**config.mk**
```make
export PLATFORM = sky130hd
export DESIGN_NAME = servo_frame_receive_checker_core_flat
export DESIGN_NICKNAME = d
export VERILOG_FILES = /design/src/design/sfrc_pkg.sv /design/src/design/sfrc_if.sv /design/src/design/sfrc_csr.sv /design/src/design/sfrc_frame.sv /design/src/design/servo_frame_receive_checker_core.sv /design/src/flat_wrapper.sv
export SDC_FILE = /design/constraint.sdc
export NUM_CORES = 1
export LEC_CHECK = 0
export ABC_AREA = 1
export BUFFER_PORTS_ARGS = -buffer_cell sky130_fd_sc_hd__buf_2
export CAP_MARGIN = 0
export CORE_UTILIZATION = 60
export CTS_CLUSTER_SIZE = 12
export DETAILED_ROUTE_END_ITERATION = 7
export GPL_ROUTABILITY_DRIVEN = 0
export PLACE_DENSITY = 0.79
export SETUP_SLACK_MARGIN = 0.3
export SYNTH_ARGS = -nofsm -noshare
export SYNTH_HDL_FRONTEND = slang
export SYNTH_SLANG_ARGS = --single-unit
```
**constraint.sdc**
```tcl
create_clock -name clock -period 5.35 [get_ports clock]
set_clock_uncertainty 0.2 [all_clocks]
set_input_delay 0.535 -clock clock [delete_from_list [all_inputs] [get_ports clock]]
set_output_delay 0.535 -clock clock [all_outputs]
set_load 0.01 [all_outputs]
```
**src/design/sfrc_pkg.sv**
```systemverilog
// Shared types and constants for the servo frame receive checker.
package sfrc_pkg;

   // Status codes reported at the end of a frame.
   localparam logic [2:0] ST_OK       = 3'd0;
   localparam logic [2:0] ST_TIMEOUT  = 3'd1;
   localparam logic [2:0] ST_HEADER   = 3'd2;
   localparam logic [2:0] ST_ID       = 3'd3;
   localparam logic [2:0] ST_LENGTH   = 3'd4;
   localparam logic [2:0] ST_CHECKSUM = 3'd5;

   // Command codes of a request.
   localparam logic CMD_BYTE = 1'b0;
   localparam logic CMD_IDLE = 1'b1;

   // Register indexes of the configuration port.
   localparam int unsigned CSR_INDEX_W = 4;
   localparam int unsigned CSR_DATA_W  = 16;
   localparam logic [CSR_INDEX_W-1:0] REG_EXPECTED_LENGTH = 4'd0;
   localparam logic [CSR_INDEX_W-1:0] REG_TIMEOUT_LIMIT   = 4'd1;
   localparam logic [CSR_INDEX_W-1:0] REG_OWN_ID          = 4'd2;
   localparam logic [CSR_INDEX_W-1:0] REG_BROADCAST_ID    = 4'd3;

   // Frame constants.
   localparam logic [7:0]  SYNC_BYTE    = 8'hFF;
   localparam logic [7:0]  VARIABLE_LEN = 8'hFF;
   localparam logic [15:0] CHECK_GOOD   = 16'hFFFF;

   // Register reset values.
   localparam logic [7:0]  RST_EXPECTED_LENGTH = 8'd255;
   localparam logic [15:0] RST_TIMEOUT_LIMIT   = 16'd500;
   localparam logic [7:0]  RST_OWN_ID          = 8'd0;
   localparam logic [7:0]  RST_BROADCAST_ID    = 8'd254;

   typedef struct packed {
      logic [7:0]  expected_length;
      logic [15:0] timeout_limit;
      logic [7:0]  own_id;
      logic [7:0]  broadcast_id;
   } cfg_type;

   typedef struct packed {
      logic       done;
      logic [2:0] status;
      logic [7:0] frame_bytes;
   } result_type;

endpackage

```
**src/design/sfrc_if.sv**
```systemverilog
// Handshake channel interfaces for requests, results and register writes.
interface sfrc_req_if;
   logic       valid;
   logic       ready;
   logic       cmd;
   logic [7:0] rx_byte;

   modport source (output valid, output cmd, output rx_byte, input ready);
   modport sink (input valid, input cmd, input rx_byte, output ready);
endinterface

interface sfrc_rsp_if;
   logic       valid;
   logic       ready;
   logic [2:0] status;
   logic [7:0] frame_bytes;

   modport source (output valid, output status, output frame_bytes, input ready);
   modport sink (input valid, input status, input frame_bytes, output ready);
endinterface

interface sfrc_csr_if;
   logic        valid;
   logic        ready;
   logic [3:0]  index;
   logic [15:0] data;

   modport source (output valid, output index, output data, input ready);
   modport sink (input valid, input index, input data, output ready);
endinterface

```
**src/design/sfrc_csr.sv**
```systemverilog
// Configuration register file of the frame checker.
module sfrc_csr
   import sfrc_pkg::*;
(
   input  logic                   clock,
   input  logic                   reset,
   input  logic                   wr_en,
   input  logic [CSR_INDEX_W-1:0] wr_index,
   input  logic [CSR_DATA_W-1:0]  wr_data,
   output cfg_type                cfg
);

   cfg_type cfg_ff;
   cfg_type cfg_in;

   always_comb begin
      cfg_in = cfg_ff;
      if (wr_en) begin
         unique case (wr_index)
            REG_EXPECTED_LENGTH: cfg_in.expected_length = wr_data[7:0];
            REG_TIMEOUT_LIMIT:   cfg_in.timeout_limit   = wr_data;
            REG_OWN_ID:          cfg_in.own_id          = wr_data[7:0];
            REG_BROADCAST_ID:    cfg_in.broadcast_id    = wr_data[7:0];
            default:             cfg_in = cfg_ff;
         endcase
      end
   end

   always_ff @(posedge clock) begin
      if (reset) begin
         cfg_ff.expected_length <= RST_EXPECTED_LENGTH;
         cfg_ff.timeout_limit   <= RST_TIMEOUT_LIMIT;
         cfg_ff.own_id          <= RST_OWN_ID;
         cfg_ff.broadcast_id    <= RST_BROADCAST_ID;
      end else begin
         cfg_ff <= cfg_in;
      end
   end

   assign cfg = cfg_ff;

endmodule

```
**src/design/sfrc_frame.sv**
```systemverilog
// Frame state tracker and end-of-frame status evaluation.
module sfrc_frame
   import sfrc_pkg::*;
(
   input  logic       clock,
   input  logic       reset,
   input  logic       step,
   input  logic       cmd,
   input  logic [7:0] rx_byte,
   input  cfg_type    cfg,
   output result_type result
);

   logic [7:0]  byte_count_ff, byte_count_in;
   logic [15:0] idle_count_ff, idle_count_in;
   // Sum of bytes from index 2 up to, but not including, the last two bytes.
   logic [15:0] lag_sum_ff, lag_sum_in;
   logic        header_bad_ff, header_bad_in;
   logic [7:0]  id_byte_ff, id_byte_in;
   logic [7:0]  length_byte_ff, length_byte_in;
   logic [7:0]  older_ff, older_in;
   logic [7:0]  newer_ff, newer_in;

   logic [16:0] ticks;
   logic [8:0]  count_next;
   logic        timeout_hit;
   logic        length_hit;
   logic        finish;
   logic        by_timeout;
   logic [7:0]  upd_count;
   logic [15:0] upd_lag_sum;
   logic        upd_header_bad;
   logic [7:0]  upd_id;
   logic [7:0]  upd_length;
   logic [7:0]  ev_count;
   logic [15:0] ev_lag_sum;
   logic        ev_header_bad;
   logic [7:0]  ev_id;
   logic [7:0]  ev_length;
   logic [7:0]  ev_older;
   logic [7:0]  ev_newer;
   logic [15:0] check_sum;
   logic [2:0]  status;
   logic [7:0]  frame_bytes;

   // Byte path: state after taking in this byte.
   always_comb begin
      count_next     = {1'b0, byte_count_ff} + 9'd1;
      upd_count      = count_next[7:0];
      upd_header_bad = header_bad_ff;
      upd_length     = length_byte_ff;
      upd_id         = id_byte_ff;
      upd_lag_sum    = lag_sum_ff;
      if (byte_count_ff < 8'd2) begin
         upd_header_bad = header_bad_ff | (rx_byte != SYNC_BYTE);
      end
      if (byte_count_ff == 8'd2) begin
         upd_length = rx_byte;
      end
      if (byte_count_ff == 8'd3) begin
         upd_id = rx_byte;
      end
      // The byte leaving the two-byte window joins the sum once it is a body byte.
      if (byte_count_ff >= 8'd4) begin
         upd_lag_sum = lag_sum_ff + {8'd0, older_ff};
      end
      length_hit = count_next >= {1'b0, cfg.expected_length};
   end

   assign ticks       = {1'b0, idle_count_ff} + 17'd1;
   assign timeout_hit = ticks > {1'b0, cfg.timeout_limit};
   assign by_timeout  = (cmd == CMD_IDLE);
   assign finish      = by_timeout ? timeout_hit : length_hit;

   // Values the end-of-frame checks look at.
   always_comb begin
      if (by_timeout) begin
         ev_count      = byte_count_ff;
         ev_lag_sum    = lag_sum_ff;
         ev_header_bad = header_bad_ff;
         ev_id         = id_byte_ff;
         ev_length     = length_byte_ff;
         ev_older      = older_ff;
         ev_newer      = newer_ff;
      end else begin
         ev_count      = upd_count;
         ev_lag_sum    = upd_lag_sum;
         ev_header_bad = upd_header_bad;
         ev_id         = upd_id;
         ev_length     = upd_length;
         ev_older      = newer_ff;
         ev_newer      = rx_byte;
      end
   end

   assign check_sum = ev_lag_sum + {ev_older, ev_newer};

   always_comb begin
      if (ev_count < 8'd3) begin
         status      = ST_TIMEOUT;
         frame_bytes = 8'd0;
      end else begin
         frame_bytes = ev_count;
         status = (by_timeout && cfg.expected_length != VARIABLE_LEN) ? ST_TIMEOUT : ST_OK;
         if (ev_count > 8'd3) begin
            if (ev_header_bad) begin
               status = ST_HEADER;
            end else if (ev_id != cfg.own_id && ev_id != cfg.broadcast_id) begin
               status = ST_ID;
            end else if (ev_length != ev_count - 8'd2) begin
               status = ST_LENGTH;
            end else if (check_sum != CHECK_GOOD) begin
               status = ST_CHECKSUM;
            end
         end
      end
   end

   // Next state: hold when not stepping, clear when the frame ends.
   always_comb begin
      byte_count_in  = byte_count_ff;
      idle_count_in  = idle_count_ff;
      lag_sum_in     = lag_sum_ff;
      header_bad_in  = header_bad_ff;
      id_byte_in     = id_byte_ff;
      length_byte_in = length_byte_ff;
      older_in       = older_ff;
      newer_in       = newer_ff;
      if (step) begin
         if (finish) begin
            byte_count_in  = 8'd0;
            idle_count_in  = 16'd0;
            lag_sum_in     = 16'd0;
            header_bad_in  = 1'b0;
            id_byte_in     = 8'd0;
            length_byte_in = 8'd0;
            older_in       = 8'd0;
            newer_in       = 8'd0;
         end else if (by_timeout) begin
            idle_count_in = ticks[15:0];
         end else begin
            byte_count_in  = upd_count;
            idle_count_in  = 16'd0;
            lag_sum_in     = upd_lag_sum;
            header_bad_in  = upd_header_bad;
            id_byte_in     = upd_id;
            length_byte_in = upd_length;
            older_in       = newer_ff;
            newer_in       = rx_byte;
         end
      end
   end

   always_ff @(posedge clock) begin
      if (reset) begin
         byte_count_ff  <= 8'd0;
         idle_count_ff  <= 16'd0;
         lag_sum_ff     <= 16'd0;
         header_bad_ff  <= 1'b0;
         id_byte_ff     <= 8'd0;
         length_byte_ff <= 8'd0;
         older_ff       <= 8'd0;
         newer_ff       <= 8'd0;
      end else begin
         byte_count_ff  <= byte_count_in;
         idle_count_ff  <= idle_count_in;
         lag_sum_ff     <= lag_sum_in;
         header_bad_ff  <= header_bad_in;
         id_byte_ff     <= id_byte_in;
         length_byte_ff <= length_byte_in;
         older_ff       <= older_in;
         newer_ff       <= newer_in;
      end
   end

   assign result.done        = step & finish;
   assign result.status      = status;
   assign result.frame_bytes = frame_bytes;

endmodule

```
**src/design/servo_frame_receive_checker_core.sv**
```systemverilog
// Top level of the servo frame receive checker.
//
//   Channel    Direction  Payload                Meaning
//   req_port   in         cmd, rx_byte           one received byte or one idle tick
//   rsp_port   out        status, frame_bytes    one status per finished frame
//   csr_port   in         index, data            configuration register write
//
// One request is taken per cycle unless a stalled result holds the input register. A
// request waits in the input register, where the frame tracker updates its state and,
// if the frame ends, loads the result register; the result is offered from the result
// register once its request has passed through the input register.
// Reset is synchronous and active high; it clears the frame state and restores the
// register defaults. A stalled result holds the result register, and the input
// register then drains into it only once it has been taken, so a request waits at
// most while the result side is stalled. Register writes are always accepted.
module servo_frame_receive_checker_core
   import sfrc_pkg::*;
(
   input logic         clock,
   input logic         reset,
   sfrc_req_if.sink    req_port,
   sfrc_rsp_if.source  rsp_port,
   sfrc_csr_if.sink    csr_port
);

   cfg_type    cfg;
   result_type result;

   // Input register.
   logic       in_valid_ff, in_valid_in;
   logic       in_cmd_ff;
   logic [7:0] in_byte_ff;

   // Result register.
   logic       out_valid_ff, out_valid_in;
   logic [2:0] out_status_ff;
   logic [7:0] out_bytes_ff;

   logic advance;
   logic req_take;

   // The held request moves on whenever the result register is free or emptying,
   // whether or not it closes a frame.
   assign advance  = in_valid_ff & (~out_valid_ff | rsp_port.ready);
   assign req_take = req_port.valid & req_port.ready;

   assign req_port.ready = ~in_valid_ff | advance;
   assign csr_port.ready = 1'b1;

   sfrc_csr u_csr (
      .clock    (clock),
      .reset    (reset),
      .wr_en    (csr_port.valid),
      .wr_index (csr_port.index),
      .wr_data  (csr_port.data),
      .cfg      (cfg)
   );

   sfrc_frame u_frame (
      .clock   (clock),
      .reset   (reset),
      .step    (advance),
      .cmd     (in_cmd_ff),
      .rx_byte (in_byte_ff),
      .cfg     (cfg),
      .result  (result)
   );

   always_comb begin
      in_valid_in = in_valid_ff;
      if (req_take) begin
         in_valid_in = 1'b1;
      end else if (advance) begin
         in_valid_in = 1'b0;
      end
   end

   always_comb begin
      out_valid_in = out_valid_ff & ~rsp_port.ready;
      if (advance) begin
         out_valid_in = result.done;
      end
   end

   always_ff @(posedge clock) begin
      if (reset) begin
         in_valid_ff  <= 1'b0;
         out_valid_ff <= 1'b0;
      end else begin
         in_valid_ff  <= in_valid_in;
         out_valid_ff <= out_valid_in;
      end
   end

   // Payload registers need no reset.
   always_ff @(posedge clock) begin
      if (req_take) begin
         in_cmd_ff  <= req_port.cmd;
         in_byte_ff <= req_port.rx_byte;
      end
      if (advance && result.done) begin
         out_status_ff <= result.status;
         out_bytes_ff  <= result.frame_bytes;
      end
   end

   assign rsp_port.valid       = out_valid_ff;
   assign rsp_port.status      = out_status_ff;
   assign rsp_port.frame_bytes = out_bytes_ff;

endmodule

```
**src/flat_wrapper.sv**
```systemverilog
// flat-port wrapper written by rule: the top's interface ports become plain ports
module servo_frame_receive_checker_core_flat import sfrc_pkg::*;
  (clock, reset, req_port_valid, req_port_cmd, req_port_rx_byte, req_port_ready, rsp_port_valid, rsp_port_status, rsp_port_frame_bytes, rsp_port_ready, csr_port_valid, csr_port_index, csr_port_data, csr_port_ready);
  sfrc_req_if req_port_i ();
  sfrc_rsp_if rsp_port_i ();
  sfrc_csr_if csr_port_i ();
  input logic clock;
  input logic reset;
  input wire logic [$bits(req_port_i.valid)-1:0] req_port_valid;
  input wire logic [$bits(req_port_i.cmd)-1:0] req_port_cmd;
  input wire logic [$bits(req_port_i.rx_byte)-1:0] req_port_rx_byte;
  output wire logic [$bits(req_port_i.ready)-1:0] req_port_ready;
  output wire logic [$bits(rsp_port_i.valid)-1:0] rsp_port_valid;
  output wire logic [$bits(rsp_port_i.status)-1:0] rsp_port_status;
  output wire logic [$bits(rsp_port_i.frame_bytes)-1:0] rsp_port_frame_bytes;
  input wire logic [$bits(rsp_port_i.ready)-1:0] rsp_port_ready;
  input wire logic [$bits(csr_port_i.valid)-1:0] csr_port_valid;
  input wire logic [$bits(csr_port_i.index)-1:0] csr_port_index;
  input wire logic [$bits(csr_port_i.data)-1:0] csr_port_data;
  output wire logic [$bits(csr_port_i.ready)-1:0] csr_port_ready;
  assign req_port_i.valid = req_port_valid;
  assign req_port_i.cmd = req_port_cmd;
  assign req_port_i.rx_byte = req_port_rx_byte;
  assign req_port_ready = req_port_i.ready;
  assign rsp_port_valid = rsp_port_i.valid;
  assign rsp_port_status = rsp_port_i.status;
  assign rsp_port_frame_bytes = rsp_port_i.frame_bytes;
  assign rsp_port_i.ready = rsp_port_ready;
  assign csr_port_i.valid = csr_port_valid;
  assign csr_port_i.index = csr_port_index;
  assign csr_port_i.data = csr_port_data;
  assign csr_port_ready = csr_port_i.ready;
  servo_frame_receive_checker_core u_core (.clock(clock), .reset(reset), .req_port(req_port_i), .rsp_port(rsp_port_i), .csr_port(csr_port_i));
endmodule
```
==> impl.org <==
** Global route
- Global routing used 30.5% of the available tracks across all layers.
- Residual overflow from global routing :: 0
- The first global-routing pass estimated 35.0 mm of wire.
- The initial antenna violation count came to 0.
- Vias in the first global route :: 7437
- Maximum number of pins on one net before global-route repair :: 89

** Synthesis
- After synthesis, the largest area contributor takes up 27.0% of total cell area.
- Leading register cell type out of synthesis :: sky130_fd_sc_hd__dfxtp_1
- Sequential cell area fraction in the yosys report :: 34.0%
- Largest cells by area after synthesis :: sky130_fd_sc_hd__dfxtp_1 (27%), sky130_fd_sc_hd__nand2_1 (12%), sky130_fd_sc_hd__a21oi_1 (8.6%)
- Yosys top cell by area :: sky130_fd_sc_hd__dfxtp_1
- Yosys warning total :: 0
- When the netlist entered floorplanning its net count stood at 1309.
- Summing every instance area after synthesis gives 0.00853 sq mm.
- Number of synthesized flops with an enable pin :: 20
- Register bit count reported by yosys :: 135
- Counting every instance in the synthesized netlist gives 1222.
- Async set-or-reset flop fraction in the synthesized netlist :: 0%
- Number of distinct library cells after synthesis :: 52
- Post-Syn Area per Cell :: 6.98 sq um

** Drt
- Wirelength per Cell :: 14.7 um
- Mean number of vias per cell :: 5.58
- DRC violation total after the first TritonRoute iteration :: 557
- Detailed routing inserted a total of 8007 vias.
- Detailed-routing wirelength on met1 :: 9.36 mm
- For this run, design rule violations remaining after detail routing come to 0.
- Summed over all nets, wire length on met2 after detailed routing comes to 9.79 mm.
- Top layer used by detailed routing :: met4
- The count of nets left with antenna violations once routing finished came out at 0.
- Wires add up to 21.1 mm.
- For this run, the detailed router's first-pass iteration total came to 5.
- Detailed routing placed a total of 1.26 mm of wire on met3.

** Layout
- Antenna diode count :: 0
- Net total in the final layout :: 1330
- From synthesis to final layout, the design area changed by 10.8%.
- Final Util :: 68.1%
- Number of filler instances in the final layout :: 1215
- Cells with a size suffix above 1 make up 8.92% of the layout.

** Clock network
- Number of buffers between clock root and the deepest sink :: 2
- H-tree level count :: 4
- Worst-Skew Late Latency :: 0.43 ns
- Buffers added to address setup during post-CTS repair amount to 0.
- After clock tree synthesis, the clock-pin slew on the worst setup and hold paths is 0.06 ns.
- The tree built by TritonCTS fans out to 135 sinks.
- Clock tree synthesis inserted a total of 17 buffers.
- Hold-fix buffers at CTS :: 0
- The tree is rooted in a sky130_fd_sc_hd__clkbuf_16.
- Post-CTS repair changed the size of 0 cells.
- Clock tree from TritonCTS :: done

** Power
- The share of total power dissipated in sequential elements is 41.0%.
- Fraction of power spent switching nets :: 23.4%
- The analysis attributes to cell leakage a power of 4.42 nW.
- The internal portion of the total power is 1.98 mW.
- Combinational share of power :: 8.2%
- Clock power frac :: 50.8%
- Worst VDD drop :: 0.245 mV
- Power spread over the standard cell area amounts to 274 mW/mm^2.
- In this run the power spent charging and discharging nets is 0.605 mW.
- After layout, the design draws a total of 2.59 mW.

** Critical path
- The slowest stage of the critical path is the sky130_fd_sc_hd__fa_1 cell.
- Critical register-to-register path startpoint :: u_core.u_frame.older_ff[0]
- The worst register-to-register path ends at u_core.rsp_port.status[0].
- Setup slack on the worst reg-to-reg path comes out at 0.94 ns.
- In this design, the stage delay of the slowest critical-path cell is 0.40 ns.
- The critical path ends at u_core.rsp_port.status[0].
- Data on the critical path is required at its endpoint by 5.33 ns.
- Critical Path Most Common Cell :: sky130_fd_sc_hd__nand2_1
- Type of the worst setup path :: flip-flop to flip-flop
- Counting cells, the worst reg-to-reg path comes to 28.
- In this run the worst setup path begins at u_core.u_frame.older_ff[0].
- At the worst endpoint, the arrival time is 4.39 ns.
- STA classifies the critical path endpoint as a flip-flop.
- The worst setup path is launched from a flip-flop.
- Critical Path Fanout Max :: 4

** Floorplan
- Die Span Y :: 121 um
- The initial utilization of the core area, before any placement, comes to 61.5%.
- Row generation in the floorplan step produced 43 rows.
- Number of top-level design ports :: 48
- The floorplan step defined a die boundary enclosing 0.0147 sq mm.
- Measured along the x axis, the die boundary spans 121 um.
- After floorplanning, the core was sized to cover 0.0139 sq mm.

** Timing
- At the pin with the least slew margin, the transition time is 0.907 ns.
- The final-report max-slew violation count was 0.
- Final Hold Violating Endpoints :: 0
- Setup repair after global routing left no endpoint under its margin.
- Setup slack closes at 0.945 ns.
- Final hold slack :: 0.0803 ns
- After layout, the worst path uses 82.3% of the clock period.
- Static timing analysis puts the maximum clock frequency at 227 MHz.
- Headroom to the max-slew limit came out at 39.5%.
- After routing, the total negative slack on setup checks comes to 0 ns.
- Setup violations remaining at the end of the flow were counted as 0.
- Post-layout minimum cycle time :: 4.41 ns

** Placement
- In this run the tool buffered the top-level ports with 46 buffer cells.
- Placement-stage worst setup slack :: 1.05 ns
- Final HPWL from detailed placement :: 14.8 mm

** Status
- The flow ran to the end, and the final reports show no timing, DRC or antenna violations.

** Hold path
- The tightest min-delay check is of the input pin to flip-flop type.

** Run
- Number of maximum-capacitance violations :: 0
[registers in the layout (all words and copies together), names as in the netlist]
name and flops:
u_core.u_frame.lag_sum_ff 16, u_core.in_valid_ff 1, u_core.u_frame.byte_count_ff 8, u_core.u_frame.older_ff 8, u_core.rsp_port.valid 1, u_core.rsp_port.frame_bytes 8
u_core.u_csr.cfg 40, u_core.u_frame.newer_ff 8, u_core.u_frame.idle_count_ff 16, u_core.u_frame.header_bad_ff 1, u_core.rsp_port.status 3, u_core.in_byte_ff 8
u_core.u_frame.length_byte_ff 8, u_core.u_frame.id_byte_ff 8, u_core.in_cmd_ff 1
[metal layers]
| metal | up-vias | global-route usage (%) |
|---|---|---|
| li1 | 4047 | - |
| met1 | 3651 | 38.5 |
| met2 | 263 | 49.8 |
| met3 | 46 | 6.02 |
| met4 | 0 | 14.4 |
| met5 | - | 0 |
[power by group through the flow]
stage	Sequential, mW	Combinational [mW]	Clock [mW]
final	1.06	0.212	1.32
after global routing	1.06	0.237	1.37
after CTS	1.06	0.209	1.33
after detailed placement	1.08	0.207	0
after global placement	1.08	0.204	0
after floorplan	1.08	0.148	0
[through the flow]
step	cell area, sq um	cells
floorplan	8530	1222
global placement	8790	1404
detailed placement	8790	1404
CTS	9450	1436
global route	9450	1436
finish	9450	1436
[logic make-up (layout without fill, tap and decap cells)]
group | Yosys count | count (layout) | share of synthesized area, %
buffers and inverters | 222 | 256 | 10.5
other | 1 | 1 | 0.0440
adders and majority gates | 53 | 53 | 7.95
DFF | 135 | 135 | 34.0
muxes | 2 | 2 | 0.235
AOI/OAI and AO/OA | 238 | 238 | 14.7
and+or+nand+nor | 516 | 516 | 26.9
xor gates and xnor gates | 55 | 55 | 5.65
[worst max-delay path: cells and delay by family, from the launching register on]
kind	cells	cell delay, ns
AOI/OAI and AO/OA	5	0.96
xor gates and xnor gates	1	0.14
adders and majority gates	3	0.92
buffers and inverters	3	0.29
DFF	1	0.36
and+or+nand+nor	16	1.29
[cell usage in the layout, fill, tap and decap left out, types with 3 or more instances in the layout]
master,count
sky130_fd_sc_hd__xnor2_1,11
sky130_fd_sc_hd__xor2_1,44
sky130_fd_sc_hd__inv_2,3
sky130_fd_sc_hd__o21ai_0,62
sky130_fd_sc_hd__dfxtp_1,115
sky130_fd_sc_hd__nor2_2,6
sky130_fd_sc_hd__ha_1,51
sky130_fd_sc_hd__nor3_1,12
sky130_fd_sc_hd__inv_1,166
sky130_fd_sc_hd__nand2_1,267
sky130_fd_sc_hd__bufinv_16,6
sky130_fd_sc_hd__edfxtp_1,20
sky130_fd_sc_hd__nand3b_1,3
sky130_fd_sc_hd__a21oi_1,146
sky130_fd_sc_hd__o21ai_1,8
sky130_fd_sc_hd__nand3_1,88
sky130_fd_sc_hd__buf_4,8
sky130_fd_sc_hd__o21ai_2,3
sky130_fd_sc_hd__clkbuf_16,17
sky130_fd_sc_hd__a31oi_1,3
sky130_fd_sc_hd__nor2_1,82
sky130_fd_sc_hd__nor2_4,3
sky130_fd_sc_hd__buf_2,46
sky130_fd_sc_hd__nand4_1,36
sky130_fd_sc_hd__a211oi_1,4
sky130_fd_sc_hd__nor4_1,3
[synth_stat cells (3+ instances only)]
cell type	instances
sky130_fd_sc_hd__nand2_1	268
sky130_fd_sc_hd__nor2_1	82
sky130_fd_sc_hd__o21ai_0	62
sky130_fd_sc_hd__xnor2_1	11
sky130_fd_sc_hd__clkbuf_1	32
sky130_fd_sc_hd__xor2_1	44
sky130_fd_sc_hd__inv_1	167
sky130_fd_sc_hd__nand4_1	36
sky130_fd_sc_hd__nor3_1	12
sky130_fd_sc_hd__nor2_4	3
sky130_fd_sc_hd__a211oi_1	4
sky130_fd_sc_hd__a21oi_1	146
sky130_fd_sc_hd__nand3b_1	3
sky130_fd_sc_hd__edfxtp_1	20
sky130_fd_sc_hd__dfxtp_1	115
sky130_fd_sc_hd__nand3_1	88
sky130_fd_sc_hd__buf_1	7
sky130_fd_sc_hd__inv_2	3
sky130_fd_sc_hd__ha_1	51
sky130_fd_sc_hd__nor2_2	6
sky130_fd_sc_hd__o21ai_2	3
sky130_fd_sc_hd__buf_2	6
sky130_fd_sc_hd__buf_6	5
sky130_fd_sc_hd__nor4_1	3
sky130_fd_sc_hd__o21ai_1	8
sky130_fd_sc_hd__a31oi_1	3
[layout make-up]
cell class / instances / area [sq um] / share of cell area, %
Sequential cell: 135 / 2900 / 30.7
Multi-Input combinational cell: 865 / 4740 / 50.1
Clock buffer: 19 / 433 / 4.58
Tap cell: 180 / 225 / 2.38
Timing Repair Buffer: 54 / 290 / 3.07
Inverter: 170 / 638 / 6.75
Clock inverter: 13 / 226 / 2.40
[worst min-delay path by stage]
stage | to | startpoint | cells past startpoint | slack (ns)
2_1_floorplan | u_core.u_csr.cfg[25] | u_core.u_csr.cfg[25] | 2 | 0.24
3_3_place_gp | u_core.u_csr.cfg[13] | u_core.u_csr.cfg[13] | 2 | 0.24
5_1_grt | u_core.in_byte_ff[4] | req_port_rx_byte[4] | 1 | 0.07
6_report | u_core.in_byte_ff[1] | req_port_rx_byte[1] | 1 | 0.08
4_1_cts | u_core.in_byte_ff[7] | req_port_rx_byte[7] | 1 | 0.07
3_5_place_dp | u_core.u_csr.cfg[11] | u_core.u_csr.cfg[11] | 2 | 0.25
(Power assumes the default switching activity.)
